`src/hw/rtl/hi2xy_pkg.sv`:
```
// ----------------------------------------------------------------------------
// hi2xy_pkg
// Shared constants and types for the Hilbert index to x,y pipeline.
// ----------------------------------------------------------------------------
package hi2xy_pkg;

	localparam int IDX_W            = 32;  // curve index width
	localparam int COORD_W          = 16;  // output coordinate width
	localparam int ORDER_W          = 5;   // curve_order register width
	localparam int LEVELS_PER_STAGE = 4;   // curve levels resolved per pipe stage
	localparam int IDX_PAIRS        = IDX_W / 2;

	localparam logic [ORDER_W-1:0] ORDER_RESET = ORDER_W'(4);

	// control bits that travel with each transaction
	typedef struct packed {
		logic valid;
		logic oor;     // index beyond 4^order
	} hi2xy_ctrl_t;

endpackage

```
`src/hw/rtl/hi2xy_front.sv`:
```
// ----------------------------------------------------------------------------
// hi2xy_front
// Entry stage: order clamp, range check and base cell from the low bit pair.
// ----------------------------------------------------------------------------
module hi2xy_front import hi2xy_pkg::*; #(
	parameter int MAX_ORDER = 16,
	parameter int OW        = $clog2(MAX_ORDER + 1)
) (
	input  logic                 clk,
	input  logic                 arst_n,
	input  logic                 in_valid,
	input  logic [IDX_W-1:0]     in_idx,
	input  logic [ORDER_W-1:0]   curve_order,
	output hi2xy_ctrl_t          ctrl_s1,
	output logic [IDX_W-1:0]     idx_s1,
	output logic [OW-1:0]        ord_s1,
	output logic [MAX_ORDER-1:0] x_s1,
	output logic [MAX_ORDER-1:0] y_s1
);

	localparam int CMP_W = (ORDER_W > OW) ? ORDER_W + 1 : OW + 1;

	logic [CMP_W-1:0]     ord_ext;
	logic [OW-1:0]        ord_eff;
	logic                 oor;
	logic [MAX_ORDER-1:0] x_base;
	logic [MAX_ORDER-1:0] y_base;

	// order 0 behaves as 1, anything above MAX_ORDER saturates
	always_comb begin
		ord_ext = CMP_W'(curve_order);
		if (ord_ext == '0) begin
			ord_eff = OW'(1);
		end else if (ord_ext > CMP_W'(MAX_ORDER)) begin
			ord_eff = OW'(MAX_ORDER);
		end else begin
			ord_eff = ord_ext[OW-1:0];
		end
	end

	// out of range when any bit pair at or above the order is set
	always_comb begin
		oor = 1'b0;
		for (int p = 0; p < IDX_PAIRS; p++) begin
			if ((p >= int'(ord_eff)) && (in_idx[2*p +: 2] != 2'b00)) begin
				oor = 1'b1;
			end
		end
	end

	// base cell: 0 -> (0,0), 1 -> (0,1), 2 -> (1,1), 3 -> (1,0)
	always_comb begin
		x_base = '0;
		y_base = '0;
		if (!oor) begin
			x_base[0] = in_idx[1];
			y_base[0] = in_idx[1] ^ in_idx[0];
		end
	end

	always_ff @(posedge clk or negedge arst_n) begin
		if (!arst_n) begin
			ctrl_s1 <= '0;
		end else begin
			ctrl_s1.valid <= in_valid;
			ctrl_s1.oor   <= oor;
		end
	end

	always_ff @(posedge clk) begin
		idx_s1 <= in_idx;
		ord_s1 <= ord_eff;
		x_s1   <= x_base;
		y_s1   <= y_base;
	end

endmodule

```
`src/hw/rtl/hi2xy_level.sv`:
```
// ----------------------------------------------------------------------------
// hi2xy_level
// One pipe stage resolving a group of consecutive curve levels.
// ----------------------------------------------------------------------------
module hi2xy_level import hi2xy_pkg::*; #(
	parameter int MAX_ORDER   = 16,
	parameter int OW          = $clog2(MAX_ORDER + 1),
	parameter int FIRST_LEVEL = 1
) (
	input  logic                 clk,
	input  logic                 arst_n,
	input  hi2xy_ctrl_t          ctrl_in,
	input  logic [IDX_W-1:0]     idx_in,
	input  logic [OW-1:0]        ord_in,
	input  logic [MAX_ORDER-1:0] x_in,
	input  logic [MAX_ORDER-1:0] y_in,
	output hi2xy_ctrl_t          ctrl_sn,
	output logic [IDX_W-1:0]     idx_sn,
	output logic [OW-1:0]        ord_sn,
	output logic [MAX_ORDER-1:0] x_sn,
	output logic [MAX_ORDER-1:0] y_sn
);

	localparam int W = MAX_ORDER;

	logic [W-1:0] x_nxt;
	logic [W-1:0] y_nxt;

	// x,y stay below 2^lvl, so side-1-v is ~v under a low mask and +side sets bit lvl
	always_comb begin
		logic [W-1:0] x_t;
		logic [W-1:0] y_t;
		logic [W-1:0] side;
		logic [W-1:0] low_mask;
		logic [1:0]   q;
		int           lvl;
		x_t = x_in;
		y_t = y_in;
		for (int k = 0; k < LEVELS_PER_STAGE; k++) begin
			lvl      = FIRST_LEVEL + k;
			side     = W'(1) << lvl;
			low_mask = side - W'(1);
			q        = 2'b00;
			if (2 * lvl < IDX_W) begin
				q = idx_in[2*lvl +: 2];
			end
			if ((lvl < MAX_ORDER) && (lvl < int'(ord_in)) && !ctrl_in.oor) begin
				case (q)
					2'b00: begin
						{x_t, y_t} = {y_t, x_t};
					end
					2'b01: begin
						y_t = y_t | side;
					end
					2'b10: begin
						x_t = x_t | side;
						y_t = y_t | side;
					end
					2'b11: begin
						{x_t, y_t} = {(low_mask & ~y_t) | side, low_mask & ~x_t};
					end
					default: begin
						x_t = x_t;
					end
				endcase
			end
		end
		x_nxt = x_t;
		y_nxt = y_t;
	end

	always_ff @(posedge clk or negedge arst_n) begin
		if (!arst_n) begin
			ctrl_sn <= '0;
		end else begin
			ctrl_sn <= ctrl_in;
		end
	end

	always_ff @(posedge clk) begin
		idx_sn <= idx_in;
		ord_sn <= ord_in;
		x_sn   <= x_nxt;
		y_sn   <= y_nxt;
	end

endmodule

```
`src/hw/rtl/hilbert_index_to_xy_top.sv`:
```
// Throughput: one transaction per cycle; busy is always low, one pipe stage per
//   group of four curve levels sets the depth, the receiver cannot stall.
// Reset: arst_n clears all valid bits and sets curve_order to 4; coordinate
//   registers are not reset.
// ----------------------------------------------------------------------------
// hilbert_index_to_xy_top
// Maps a Hilbert curve position to its x,y grid coordinate, fully pipelined.
// ----------------------------------------------------------------------------
module hilbert_index_to_xy_top import hi2xy_pkg::*; #(
	parameter int MAX_ORDER = 16
) (
	input  logic               clk,
	input  logic               arst_n,
	// configuration
	input  logic               cfg_wr_en,
	input  logic [ORDER_W-1:0] cfg_wr_data,
	// command
	input  logic               start,
	output logic               busy,
	input  logic [IDX_W-1:0]   curve_index,
	// result
	output logic               done,
	output logic [COORD_W-1:0] coord_x,
	output logic [COORD_W-1:0] coord_y,
	output logic               out_of_range
);

	localparam int OW = $clog2(MAX_ORDER + 1);
	// levels 1 .. MAX_ORDER-1 in groups; keep at least one stage
	localparam int NUM_STAGES = (MAX_ORDER > 1) ?
		(MAX_ORDER - 1 + LEVELS_PER_STAGE - 1) / LEVELS_PER_STAGE : 1;

	logic [ORDER_W-1:0] curve_order_q;

	hi2xy_ctrl_t          ctrl_p [0:NUM_STAGES];
	logic [IDX_W-1:0]     idx_p  [0:NUM_STAGES];
	logic [OW-1:0]        ord_p  [0:NUM_STAGES];
	logic [MAX_ORDER-1:0] x_p    [0:NUM_STAGES];
	logic [MAX_ORDER-1:0] y_p    [0:NUM_STAGES];

	// order register; the user must write it only while the pipe is empty, the block does not enforce this
	always_ff @(posedge clk or negedge arst_n) begin
		if (!arst_n) begin
			curve_order_q <= ORDER_RESET;
		end else if (cfg_wr_en) begin
			curve_order_q <= cfg_wr_data;
		end
	end

	// every stage advances each cycle, so a new transaction is always taken
	assign busy = 1'b0;

	// entry stage: clamp order, range check, base cell
	hi2xy_front #(
		.MAX_ORDER (MAX_ORDER),
		.OW        (OW)
	) u_front (
		.clk         (clk),
		.arst_n      (arst_n),
		.in_valid    (start),
		.in_idx      (curve_index),
		.curve_order (curve_order_q),
		.ctrl_s1     (ctrl_p[0]),
		.idx_s1      (idx_p[0]),
		.ord_s1      (ord_p[0]),
		.x_s1        (x_p[0]),
		.y_s1        (y_p[0])
	);

	// level stages: each applies the swap / reflect / offset for up to four levels
	for (genvar s = 0; s < NUM_STAGES; s++) begin : g_level
		hi2xy_level #(
			.MAX_ORDER   (MAX_ORDER),
			.OW          (OW),
			.FIRST_LEVEL (1 + s * LEVELS_PER_STAGE)
		) u_level (
			.clk     (clk),
			.arst_n  (arst_n),
			.ctrl_in (ctrl_p[s]),
			.idx_in  (idx_p[s]),
			.ord_in  (ord_p[s]),
			.x_in    (x_p[s]),
			.y_in    (y_p[s]),
			.ctrl_sn (ctrl_p[s+1]),
			.idx_sn  (idx_p[s+1]),
			.ord_sn  (ord_p[s+1]),
			.x_sn    (x_p[s+1]),
			.y_sn    (y_p[s+1])
		);
	end

	// result straight from the last stage flops; out-of-range items carry zeros
	assign done         = ctrl_p[NUM_STAGES].valid;
	assign out_of_range = ctrl_p[NUM_STAGES].oor;
	assign coord_x      = COORD_W'(x_p[NUM_STAGES]);
	assign coord_y      = COORD_W'(y_p[NUM_STAGES]);

endmodule
```
`config.mk`:
```
export PLATFORM = sky130hd
export DESIGN_NAME = hilbert_index_to_xy_top
export DESIGN_NICKNAME = d
export VERILOG_FILES = /design/src/hw/rtl/hi2xy_pkg.sv /design/src/hw/rtl/hi2xy_front.sv /design/src/hw/rtl/hi2xy_level.sv /design/src/hw/rtl/hilbert_index_to_xy_top.sv
export SDC_FILE = /design/constraint.sdc
export NUM_CORES = 1
export LEC_CHECK = 0
export ABC_AREA = 1
export BUFFER_PORTS_ARGS = -buffer_cell sky130_fd_sc_hd__buf_4
export CORE_UTILIZATION = 25
export CTS_BUF_LIST = sky130_fd_sc_hd__clkbuf_8
export CTS_CLUSTER_DIAMETER = 200
export DETAILED_ROUTE_END_ITERATION = 8
export SETUP_SLACK_MARGIN = 0.4
export SLEW_MARGIN = 20
export SYNTH_ARGS = -nofsm -noshare
export SYNTH_HDL_FRONTEND = slang
export SYNTH_SLANG_ARGS = --single-unit
```
`constraint.sdc`:
```
create_clock -name clk -period 3.1 [get_ports clk]
set_input_delay 0.465 -clock clk [delete_from_list [all_inputs] [get_ports clk]]
set_output_delay 0.465 -clock clk [all_outputs]
set_load 0.05 [all_outputs]
```
Word-level counts from Yosys, hierarchy flattened
Cells that the tools add are included.
- bits of input ports: 41
- word-level logic and storage cells: 297
- flip-flop bits (word level): 293
- output and inout port bits: 35
- magnitude comparators: 32
- reduce and logical (&&, ||, !) cells: 82
- muxes and demuxes: 78
- equal/unequal tests: 45
- bitwise operators: 31
- operators by type and width (kind ; number):
    $pmux 16 s3 ; 29
    $mux 16 ; 29
    $eq 2x2->1 const B ; 30
    $ge 4x5->1 const A ; 8
    $lt 4x5->1 const A ; 8
    $reduce_bool 2->1 ; 16
    $logic_and 1x1->1 ; 31
    $eq 2x1->1 const B ; 15
    $logic_not 2->1 ; 15
    $not 15->15 ; 2
    $reduce_or 2->1 ; 15
    $not 14->14 ; 2
    $not 13->13 ; 2
    $not 12->12 ; 2
    $not 11->11 ; 2
    $ge 3x5->1 const A ; 4
    $lt 3x5->1 const A ; 4
    $not 10->10 ; 2
    $not 9->9 ; 2
    $mux 1 ; 16
    $not 8->8 ; 2
    $not 7->7 ; 2
    $not 6->6 ; 2
    $ge 1x5->1 const A ; 2
    other kinds (15) ; 26

Depth between registers and ports, before layout
Gate-level depths: netlist of the first run.
- depth after elaboration: 21
- depth in mapped cells: 19
- depth with buffers taken out: 18

Modules after synthesis
Synthesis of the first run repeated with hierarchy kept, for this count alone.
- cells, all modules: 3031
- area total of the unflattened synthesis: 19359.8 um2
- modules (own cells, without submodules) (module ; area an instance (um2) ; sequential area each (um2) ; instances ; cells an instance):
    hi2xy_level (g_level[2].u_level) ; 5088.6 ; 1431.4 ; 1 ; 837
    hi2xy_level (g_level[1].u_level) ; 4380.5 ; 1431.4 ; 1 ; 720
    hi2xy_level (g_level[3].u_level) ; 4351.7 ; 1431.4 ; 1 ; 741
    hi2xy_level (g_level[0].u_level) ; 3928.8 ; 1431.4 ; 1 ; 558
    hi2xy_front ; 1412.6 ; 830.8 ; 1 ; 152
    hilbert_index_to_xy_top ; 197.7 ; 126.4 ; 1 ; 23

Least setup slack after synthesis of the first run
OpenSTA, ideal clock, no wires.
- kind: register to register
- start point: reg g_level[1].u_level.idx_sn[18]
- end point: reg g_level[2].u_level.x_sn[7]
- period minus slack after synthesis: 2.015 ns
- slack: 1.085 ns
- required time: 2.987 ns
- cell stages (with the launch flop): 20
- arrival: 1.902 ns
- library setup time: 0.113 ns
- cell sequence: dfxtp_1 > inv_1 > ha_1 > buf_2 > buf_2 > nand2_1 > nand3_1 > nand2_1 > nand2_1 > nand3_1 > nand3_1 > nand2_1 > nand2_1 > nand2_1 > nand2_1 > nand2_1 > nand2_1 > nand2_1 > nand3_1 > nand2_1
- longest elaborated chain between the ends: 13
- ends and longest elaborated chain (element ; RTL line ; source):
    start: declaration ; hi2xy_level.sv:18 ; output logic [IDX_W-1:0] idx_sn,
    start signal: assignment ; hi2xy_level.sv:81 ; idx_sn <= idx_in;
    $eq 2x1->1 or $eq 2x2->1 (tied branches) ; hi2xy_level.sv:48 ; case (q)
    $reduce_or 2->1 (no line) ; -- ;
    $pmux 16 s3 ; hi2xy_level.sv:48 ;
    $mux 16 ; hi2xy_level.sv:47 ; if ((lvl < MAX_ORDER) && (lvl < int'(ord_in)) && !ctrl_in.oor) begin
    $not 10->10 ; hi2xy_level.sv:60 ; {x_t, y_t} = {(low_mask & ~y_t) | side, low_mask & ~x_t};
    $pmux 16 s3 ; hi2xy_level.sv:48 ;
    $mux 16 ; hi2xy_level.sv:47 ;
    $not 11->11 ; hi2xy_level.sv:60 ;
    $pmux 16 s3 ; hi2xy_level.sv:48 ;
    $mux 16 ; hi2xy_level.sv:47 ;
    $not 12->12 ; hi2xy_level.sv:60 ;
    $pmux 16 s3 ; hi2xy_level.sv:48 ;
    $mux 16 * ; hi2xy_level.sv:47 ;
    via g_level[2].u_level.x_nxt[7] ; hi2xy_level.sv:26 ; logic [W-1:0] x_nxt;
    end signal: assignment ; hi2xy_level.sv:83 ; x_sn <= x_nxt;
    end: declaration ; hi2xy_level.sv:20 ; output logic [MAX_ORDER-1:0] x_sn,
Mark *: on every way through the listed nets, which the timed path passes. The rest lies on a longest branch.
A chain may end at the register's enable or synchronous reset.

Worst setup path after layout of the first run
- start point: reg g_level[1].u_level.idx_sn[18]
- end point: reg g_level[2].u_level.y_sn[3]
- longest elaborated chain between the ends: 12
- ends and longest elaborated chain (element ; RTL line ; source):
    $eq 2x1->1 (tied with other cells) ; hi2xy_level.sv:48 ;
    $reduce_or 2->1 (no line) or $pmux 16 s3 (tied branches) ; -- ;
    $pmux 16 s3 or $mux 16 (tied branches) ; hi2xy_level.sv:48, hi2xy_level.sv:47 ;
    $mux 16 or $not 10->10 (tied branches) ; hi2xy_level.sv:47, hi2xy_level.sv:60 ;
    $not 10->10 or $pmux 16 s3 (tied branches) ; hi2xy_level.sv:60, hi2xy_level.sv:48 ;
    $pmux 16 s3 or $mux 16 (tied branches) ; hi2xy_level.sv:48, hi2xy_level.sv:47 ;
    $mux 16 or $not 11->11 (tied branches) ; hi2xy_level.sv:47, hi2xy_level.sv:60 ;
    $pmux 16 s3 or $not 11->11 (tied branches) ; hi2xy_level.sv:48, hi2xy_level.sv:60 ;
    $mux 16 or $pmux 16 s3 (tied branches) ; hi2xy_level.sv:47, hi2xy_level.sv:48 ;
    $not 12->12 or $mux 16 (tied branches) ; hi2xy_level.sv:60, hi2xy_level.sv:47 ;
    $pmux 16 s3 ; hi2xy_level.sv:48 ;
    $mux 16 * ; hi2xy_level.sv:47 ;
    via g_level[2].u_level.y_nxt[3] ; hi2xy_level.sv:27 ; logic [W-1:0] y_nxt;
    end signal: assignment ; hi2xy_level.sv:84 ; y_sn <= y_nxt;
    end: declaration ; hi2xy_level.sv:21 ; output logic [MAX_ORDER-1:0] y_sn
Marks and branches as above.

==> flow_summary.toml, run 1 <==
[pwr]
p_comb_frac = 0.411
seq_power_share = 0.388
power_mw = 8.36
p_leak_nw = 7.29
p_per_area_nw_per_um2 = 581
p_clk_frac = 0.202
peakVddDrop_uv = 300
swShare = 0.435
p_int_mw = 4.72
p_switching_mw = 3.64

[place]
gp_congestion = 0.833
dp_hpwl_mm = 27.0
dpl_cell_area_um2 = 13900
io_buffers = 74

[routing]
vias = 12900
via_per_inst = 4.69
first_pass_iters = 5
final_antenna_net_count = 0
drt_iter0_markers = 1013
drc = 0
wl_mm = 34.6
wl_per_cell_um = 12.6

[floorplan]
die_x_um = 228
io_pins = 76
coreArea_um2 = 50300
num_rows = 82
die_h_um = 228
start_util = 0.254
dieArea_um2 = 52000

[global_routing]
grt-ovfl-total = 0
antenna_found_initial = 0
grt_max_degree = 35
grt_pass1_wl_mm = 58.5
grt_pass1_vias = 12300
grt_usage = 0.133

[clock_tree]
numCtsBuffers = 17
insertion_delay_ps = 500
cts_tree = "yes"
clock-sinks = 195
h-tree-depth = 4
cts_max_path_buffers = 2
clockRootBuffer = "clkbuf_8"
clk_pin_slew_ps = 110

[worst_hold_path]
hold_start = "start"
hold_path.class = "input port to flip-flop"
worstHoldEndpoint = "u_front.ctrl_s1[1]"
hold_depth = 1

[setup_path]
cp.required_ps = 3500
cp.arrival_ps = 2790
rr_endpoint = "g_level[2].u_level.y_sn[3]"
reg2regPathDepth = 16
crit_type = "flip-flop to flip-flop"
cp_max_fo = 34
cp-end-kind = "flip-flop"
worstSetupStartpointType = "flip-flop"
reg2reg_setup_slack_ps = 710
r2r_start = "g_level[1].u_level.idx_sn[18]"

[yosys]
synth_top_area_share = 0.282
synthFlopType = "dfxtp_1"
syn_area_per_cell_um2 = 6.29
synth-edff-count = 0
ys_warn_count = 0
netlist_instances = 2030
synth_cell_type_count = 43
syn_nets = 2132
synth-seq-cells = 195
yosysTopAreaCell = "dfxtp_1"
synth_area_um2 = 12800
yosysSeqAreaShare = 0.312
async_flop_share = 0.0769
synthTopCellsByArea = "dfxtp_1 (28%), nand2_1 (23%), nand3_1 (11%)"

[final_layout]
final_cell_mix = "nand2_1 (767), nand3_1 (292), inv_1 (200)"
final_nets = 2169
design_area_um2 = 14400
final_common_cell = "nand2_1"
n_antenna_cell = 0
drive_gt1_frac = 0.0952
areaGrowthSynthToFinish_pct = 12.5
utilization = 0.286
fill_cells = 5547

[sta]
rsz0062_at_grt = "false"
worstMarginPinSlew_ps = 1020
post-route-min-period_ps = 2390
finClkSkew_ps = 13.6
setup_viol = 0
tns_ps = 0
max_freq_mhz = 418
post-route-period-util = 0.772
maxSlewHeadroom = 0.315
hold_viol = 0
drv_slew = 0

[run_status]
outcome = "completed"

[job]
drv_cap = 0
sequential cells by signal, indices dropped and copies added, names as in the netlist:
register	cells
u_front.y_s1	1
g_level.u_level.ctrl_sn	8
u_front.ord_s1	5
curve_order_q	5
g_level.u_level.y_sn	43
u_front.idx_s1	30
g_level.u_level.idx_sn	42
g_level.u_level.ord_sn	15
g_level.u_level.x_sn	43
u_front.x_s1	1
u_front.ctrl_s1	2
worst max-delay path by stage:
stage | slack [ps] | startpoint | to | cells past startpoint
2_1_floorplan | 1080 | g_level[1].u_level.idx_sn[18] | g_level[2].u_level.x_sn[7] | 19
3_3_place_gp | 440 | g_level[2].u_level.ctrl_sn[0] | g_level[3].u_level.x_sn[7] | 14
3_5_place_dp | 440 | g_level[2].u_level.ctrl_sn[0] | g_level[3].u_level.x_sn[7] | 14
4_1_cts | 400 | g_level[2].u_level.ctrl_sn[0] | g_level[3].u_level.x_sn[7] | 14
5_1_grt | 420 | g_level[1].u_level.idx_sn[18] | g_level[2].u_level.x_sn[8] | 18
6_report | 710 | g_level[1].u_level.idx_sn[18] | g_level[2].u_level.y_sn[3] | 16
power by group through the flow:
stage / registers, mW / clock network (mW) / logic, mW
after detailed placement: 3.30 / 0 / 3.40
after global routing: 3.30 / 1.86 / 3.85
after floorplan: 3.65 / 0 / 2.16
after global placement: 3.29 / 0 / 3.35
final: 3.24 / 1.68 / 3.43
after CTS: 3.25 / 1.76 / 3.41
timing repair:
action / 4_1_cts / 5_1_grt
setup endpoints to repair: 0 / 44
hold endpoints to repair: 15 / 0
gates resized for setup: 0 / 4
hold buffers: 1 / 0
setup buffers: 0 / 1
per-layer routing:
metal,vias up,track usage,wire length [um]
met5,-,0,0
met1,5941,0.170,16300
met4,0,0.0510,778
met3,54,0.0166,1300
li1,6589,-,-
met2,315,0.228,16200
stage by stage:
stage / std cells / hold WS [ps] / worst slack (ps)
after CTS: 2751 / 8.10 / 404
final: 2752 / 64.0 / 708
after global routing: 2752 / 20.8 / 422
after detailed placement: 2718 / 312 / 436
after global placement: 2718 / 310 / 439
after floorplan: 2030 / 169 / 1080
worst max-delay path, stage by stage, from the launching register on:
cell and delay [ps]:
dfxtp_1 370, inv_1 70, ha_2 190, inv_2 410, nand3_1 160, nand2_1 90
nand2_1 90, nand3_1 120, nand3_1 90, nand2_1 120, nand2_1 90, nand2_1 70
nand3_1 110, nand2_1 100, nand2_1 50, nand3_1 100, nand2_1 50
final cells by class:
cell class	instances	area, um^2	area share
Tap cell	672	841	0.0585
Sequential cell	195	3980	0.277
Multi-Input combinational cell	1532	7560	0.526
Clock buffer	17	234	0.0163
Timing Repair Buffer	96	723	0.0503
Clock inverter	15	185	0.0129
Inverter	225	848	0.0590
kinds of logic (layout without fill, tap and decap cells):
| group | count (synthesis) | after routing | synth area share |
|---|---|---|---|
| buffers and inverters | 303 | 353 | 0.0970 |
| flip-flops | 195 | 195 | 0.312 |
| AND/OR/NAND/NOR | 1196 | 1196 | 0.402 |
| AO/OA/AOI/OAI | 261 | 261 | 0.120 |
| adder cells (fa/ha/maj) | 61 | 61 | 0.0597 |
| other | 1 | 1 | 0.000294 |
| multiplexers | 13 | 13 | 0.0102 |
synthesized netlist by cell type, drive strengths merged (3+ instances only):
master / n
a21oi: 53
buf: 43
clkbuf: 35
clkinv: 15
dfrtp: 14
dfxtp: 180
ha: 61
inv: 210
mux2i: 13
nand2: 777
nand3: 306
nand4: 5
nor2: 96
nor3: 4
nor4: 3
o211ai: 35
o21ai: 147
o22ai: 22
(Power assumes the default switching activity.)
==> run 2, diff against run 1 <==
--- a/config.mk
+++ b/config.mk
@@ -5,7 +5,7 @@
 export SDC_FILE = /design/constraint.sdc
 export NUM_CORES = 1
 export LEC_CHECK = 0
-export ABC_AREA = 1
+export ABC_AREA = 0
 export BUFFER_PORTS_ARGS = -buffer_cell sky130_fd_sc_hd__buf_4
 export CORE_UTILIZATION = 25
 export CTS_BUF_LIST = sky130_fd_sc_hd__clkbuf_8
==> constraint.sdc (replaced) <==
create_clock -name clk -period 2 [get_ports clk]
set_input_delay 0.3 -clock clk [delete_from_list [all_inputs] [get_ports clk]]
set_output_delay 0.3 -clock clk [all_outputs]
set_load 0.05 [all_outputs]
==> run 2 against run 1 <==
Flip-flop and latch count did not move. Clock skew rose by 4.3 ps. Largest cell class unchanged. Maximum frequency fell by 7.5%. Final cell count fell by 14%. Setup slack got worse by 1300 ps. The flow now finishes with violations (design-rule violations, negative setup slack). Sequential power rose by 56%. Non-clock buffer count rose by 331. Clock power rose by 59%.
==> flow_summary.toml, run 2 <==
[place]
dp_hpwl_mm = 28.2
dpl_cell_area_um2 = 15900
io_buffers = 74
gp_congestion = 0.848

[sta]
maxSlewHeadroom = 0.450
max_freq_mhz = 386
finClkSkew_ps = 17.9
setup_ws_ps = -587
worst_hold_slack_ps = 87.8
post-route-period-util = 1.29
worstMarginPinSlew_ps = 822
post-route-min-period_ps = 2590
drv_slew = 0
rsz0062_at_grt = "true"
hold_viol = 0
setup_viol = 69

[setup_path]
cp_max_fo = 5
worstSetupStartpointType = "flip-flop"
slowest_stage = "or4_4"
cp.arrival_ps = 3000
slowest_delay_ps = 540
cp-end-kind = "flip-flop"
worstPathCellList = "buf_4 -> ha_4 -> or3_4 -> o211ai_1 -> a21oi_1 -> or4_4 -> o211ai_2 -> nand2_1 -> o311ai_1"
cp.required_ps = 2410
critical_path.top_delay_family = "simple AND/OR/NAND/NOR gates"
crit_type = "flip-flop to flip-flop"
critPathBufInv = 1

[floorplan]
die_x_um = 222
die_h_um = 222
coreArea_um2 = 47600
num_rows = 80
dieArea_um2 = 49100
io_pins = 76
start_util = 0.253

[routing]
final_antenna_net_count = 0
vias = 12400
drt_iter0_markers = 736
wl_mm = 38.9
wl_per_cell_um = 16.4
via_per_inst = 5.20
first_pass_iters = 7
drc = 1

[yosys]
async_flop_share = 0.0769
synth_commonest_cells = "dfxtp_1 (180), nand2_1 (122), mux2i_1 (99), o21ai_0 (90), nor2_1 (79)"
ys_warn_count = 0
synth_most_common_cell = "dfxtp_1"
netlist_instances = 1392
yosysTopAreaCell = "dfxtp_1"
synth_area_um2 = 12100
syn_nets = 1494
synth-seq-cells = 195
synthTopCellsByArea = "dfxtp_1 (30%), mux2i_1 (8.2%), ha_1 (6.3%)"
synth_top_area_share = 0.299
synthFlopType = "dfxtp_1"
yosysSeqAreaShare = 0.330
syn_area_per_cell_um2 = 8.66
synth_cell_type_count = 85
synth-edff-count = 0

[final_layout]
design_area_um2 = 18700
final_nets = 1854
final_common_cell = "buf_4"
utilization = 0.393
n_antenna_cell = 0
drive_gt1_frac = 0.439
final_cell_mix = "buf_4 (316), dfxtp_1 (151), nand2_1 (110)"
areaGrowthSynthToFinish_pct = 55.5
largest_registers = "g_level.u_level.x_sn: 43 flops, g_level.u_level.y_sn: 43 flops, g_level.u_level.idx_sn: 42 flops"

[run_status]
outcome = "finished, violations left"
violations = "design-rule violations, negative setup slack"

[clock_tree]
numCtsBuffers = 17
insertion_delay_ps = 520
cts_tree = "yes"
clock-sinks = 195
clk_pin_slew_ps = 110
clockRootBuffer = "clkbuf_8"
cts_max_path_buffers = 2
h-tree-depth = 4

[pwr]
p_leak_nw = 7.37
swShare = 0.399
p_comb_frac = 0.487
p_int_mw = 9.04
power_mw = 15.0
peakVddDrop_uv = 674
p_switching_mw = 6.01
seq_power_share = 0.336
p_per_area_nw_per_um2 = 803
p_clk_frac = 0.177

[global_routing]
grt_pass1_wl_mm = 63.0
grt_usage = 0.155
grt_pass1_vias = 12500
grt_max_degree = 25
antenna_found_initial = 0
grt-ovfl-total = 0

[job]
drv_cap = 0

[worst_hold_path]
hold_path.class = "input port to flip-flop"
run 2: layout make-up:
cell class,instances,area [um^2]
tap,615,769
inverter,59,230
timing repair buffer,427,3780
sequential,195,4040
clock buffer,17,234
clock inverter,15,185
multi-input combinational,1052,9500
fill,4612,28900
run 2: logic make-up after synthesis:
kind of cell    Yosys count  synth area share
simple gates            432             0.194
compound gates          447             0.271
fa+ha+maj                61            0.0633
other cells               1          0.000311
buf+inv                 147            0.0495
flops                   195             0.330
mux                     109            0.0916
run 2: power groups by stage:
| stage | sequential, mW | combinational (mW) | clock (mW) |
|---|---|---|---|
| final | 5.06 | 7.33 | 2.67 |
| after global routing | 5.13 | 7.81 | 2.93 |
| after CTS | 5.06 | 6.80 | 2.78 |
| after detailed placement | 5.13 | 6.18 | 0 |
| after global placement | 5.12 | 6.08 | 0 |
| after floorplan | 5.73 | 3.58 | 0 |
run 2: worst paths after layout:
check / startpoint / to / slack [ps] / depth (start not counted)
min in group asynchronous: arst_n / curve_order_q[0] / 180 / 2
worst min register to register: g_level[1].u_level.idx_sn[26] / g_level[2].u_level.idx_sn[26] / 330 / 0
worst max register to register: g_level[1].u_level.idx_sn[18] / g_level[2].u_level.y_sn[8] / -590 / 9
max in group asynchronous: arst_n / curve_order_q[2] / 1560 / 2
worst min-delay path: cfg_wr_en / curve_order_q[3] / 90 / 2
worst max-delay path: g_level[1].u_level.idx_sn[18] / g_level[2].u_level.y_sn[8] / -590 / 9
run 2: timing repair:
item                       4_1_cts  5_1_grt
cloned                           4        1
hold endpoints to repair        52        0
buffers inserted                34       30
setup endpoints to repair       86       86
hold buffers                    38        0
pin swaps                       86       84
resized for setup              198      131
run 2: stage by stage:
step,setup WS [ps],std cells,TNS [ps]
final,-587,2380,-21040
after global routing,-710,2380,-28300
after CTS,-540,2349,-19440
after detailed placement,-672,2241,-21490
after global placement,-594,2241,-19190
after floorplan,-489,1392,-10750
run 2: metal layers:
| metal | vias up | wire, um | GRT usage | part of all wire |
|---|---|---|---|---|
| li1 | 6025 | - | - | - |
| met1 | 6031 | 17500 | 0.193 | 0.45 |
| met2 | 286 | 19400 | 0.274 | 0.50 |
| met3 | 44 | 1320 | 0.0228 | 0.034 |
| met4 | 0 | 635 | 0.0455 | 0.016 |
| met5 | - | 0 | 0 | 0 |
==> run 3, diff against run 2 <==
--- a/config.mk
+++ b/config.mk
@@ -7,10 +7,13 @@
 export LEC_CHECK = 0
 export ABC_AREA = 0
 export BUFFER_PORTS_ARGS = -buffer_cell sky130_fd_sc_hd__buf_4
+export CELL_PAD_IN_SITES_DETAIL_PLACEMENT = 0
+export CELL_PAD_IN_SITES_GLOBAL_PLACEMENT = 1
 export CORE_UTILIZATION = 25
 export CTS_BUF_LIST = sky130_fd_sc_hd__clkbuf_8
 export CTS_CLUSTER_DIAMETER = 200
 export DETAILED_ROUTE_END_ITERATION = 8
+export PLACE_DENSITY_LB_ADDON = 0.1
 export SETUP_SLACK_MARGIN = 0.4
 export SLEW_MARGIN = 20
 export SYNTH_ARGS = -nofsm -noshare
==> run 3 against run 2 <==
The run ends with negative setup slack left. Clock skew decreased by 5.7 ps. First-iteration DRC count down 16%. Flip-flop and latch count did not move. Largest cell class unchanged. Largest power group unchanged. Highest routed layer unchanged.
==> flow_summary.toml, run 3 (synthesis results as in run 2) <==
[final_layout]
n_antenna_cell = 0
areaGrowthSynthToFinish_pct = 59.8
final_cell_mix = "buf_4 (332), dfxtp_1 (154), nand2_1 (114)"
fill_cells = 4735
design_area_um2 = 19300
final_nets = 1894
drive_gt1_frac = 0.440
largest_registers = "g_level.u_level.x_sn: 43 flops, g_level.u_level.y_sn: 43 flops, g_level.u_level.idx_sn: 42 flops"
final_common_cell = "buf_4"
utilization = 0.404

[setup_path]
cp.required_ps = 2460
slowest_stage = "or4b_1"
slowest_delay_ps = 490
worstSetupStartpointType = "flip-flop"
reg2regPathDepth = 10
rr_endpoint = "g_level[2].u_level.x_sn[8]"
worstPathCellList = "inv_4 -> buf_6 -> ha_4 -> or3b_1 -> a211o_1 -> and3b_1 -> or4b_1 -> nand4_1 -> mux2i_1 -> o21ai_1"
r2r_start = "g_level[1].u_level.idx_sn[18]"
critPathBufInv = 2
reg2reg_setup_slack_ps = -600
cp_max_fo = 4
critical_path.top_delay_family = "simple AND/OR/NAND/NOR gates"
crit_type = "flip-flop to flip-flop"
cp.arrival_ps = 3060
cp-end-kind = "flip-flop"

[floorplan]
io_pins = 76
coreArea_um2 = 47600
start_util = 0.253
dieArea_um2 = 49100
die_h_um = 222
num_rows = 80
die_x_um = 222

[routing]
vias = 12400
via_per_inst = 5.11
first_pass_iters = 5
drc = 0
wl_mm = 43.9
wl_per_cell_um = 18.2
drt_iter0_markers = 619
final_antenna_net_count = 0

[global_routing]
use_met3 = 0.0289
grt.busiest_layer = "met2"
grt_usage = 0.179
grt_pass1_vias = 12500
antenna_found_initial = 0
grt-ovfl-total = 0
grt_use_met1 = 0.238
grt_max_degree = 26
grt_pass1_wl_mm = 69.3
met2_usage = 0.291

[sta]
maxSlewHeadroom = 0.175
setup_viol = 68
worstMarginPinSlew_ps = 1230
post-route-min-period_ps = 2600
setup_ws_ps = -600
tns_ps = -22180
hold_viol = 0
max_freq_mhz = 385
post-route-period-util = 1.30
rsz0062_at_grt = "true"
drv_slew = 0
finClkSkew_ps = 12.2

[clock_tree]
cts_tree = "yes"
clk_pin_slew_ps = 120
numCtsBuffers = 17
cts_max_path_buffers = 2
clock-sinks = 195
clockRootBuffer = "clkbuf_8"
h-tree-depth = 4
insertion_delay_ps = 570

[pwr]
p_leak_nw = 7.60
power_mw = 15.4
p_per_area_nw_per_um2 = 800
peakVddDrop_uv = 578

[run_status]
violations = "negative setup slack"
outcome = "finished, violations left"

[job]
drv_cap = 0

[place]
dp_hpwl_mm = 32.8
gp_congestion = 0.839
io_buffers = 74
dpl_cell_area_um2 = 16200

[worst_hold_path]
hold_path.class = "input port to asynchronous set/reset pin"
## run 3: cell types whose count changed in the layout (fill, tap and decap cells not counted), moves of 7 or more
cell,delta
nor4_4,+8
a21oi_2,-11
nor4_2,-7
a21oi_1,+10
buf_6,+16
o21ai_1,+8
buf_4,+16
## run 3: power by group
group / switching [mW] / internal (mW) / total (mW)
Combinational: 4.01 / 3.58 / 7.59
Clock: 1.74 / 0.986 / 2.73
Sequential: 0.554 / 4.54 / 5.09
Total: 6.30 / 9.10 / 15.4
## run 3: what timing repair did
item	CTS	global route
hold endpoints to repair	52	0
gates cloned	4	3
pin swaps	89	87
setup endpoints to repair	87	81
gates resized for setup	246	124
setup buffers	25	33
hold buffers	43	0
## run 3: worst register-to-register path, cell delays in order (launching register included)
cell and delay [ps]:
dfxtp_4 380, inv_4 40, buf_6 110, ha_4 160, or3b_1 370, a211o_1 310, and3b_1 210, or4b_1 490
nand4_1 140, mux2i_1 210, o21ai_1 90
## run 3: area by class of cell
| type | instances | area (um^2) | area share |
|---|---|---|---|
| Multi-Input combinational cell | 1052 | 9600 | 0.498 |
| Tap cell | 615 | 769 | 0.0400 |
| Inverter | 59 | 235 | 0.0122 |
| Sequential cell | 195 | 4040 | 0.210 |
| Clock inverter | 15 | 203 | 0.0105 |
| Timing Repair Buffer | 467 | 4180 | 0.217 |
| Clock buffer | 17 | 234 | 0.0121 |
## run 3: worst max-delay path by stage
stage,startpoint,endpoint,slack (ps),cells after the start
after floorplan,g_level[1].u_level.idx_sn[18],g_level[2].u_level.x_sn[8],-490,10
after global placement,g_level[1].u_level.idx_sn[18],g_level[2].u_level.x_sn[8],-610,10
after detailed placement,g_level[1].u_level.idx_sn[18],g_level[2].u_level.y_sn[3],-680,12
after CTS,g_level[1].u_level.idx_sn[18],g_level[2].u_level.y_sn[3],-580,12
after global routing,g_level[1].u_level.idx_sn[18],g_level[2].u_level.x_sn[7],-700,12
final,g_level[1].u_level.idx_sn[18],g_level[2].u_level.x_sn[8],-600,10
## run 3: layer usage
layer,wire [um],vias up
met5,0,-
met4,830,0
met3,1170,37
met2,20700,173
met1,21200,6034
li1,-,6113
## run 3: stage by stage
step	worst slack, ps	hold WS [ps]	std cells
after floorplan	-489	4.41	1392
after global placement	-611	210	2280
after detailed placement	-676	211	2280
after CTS	-585	77.2	2384
after global routing	-699	104	2420
final	-600	139	2420
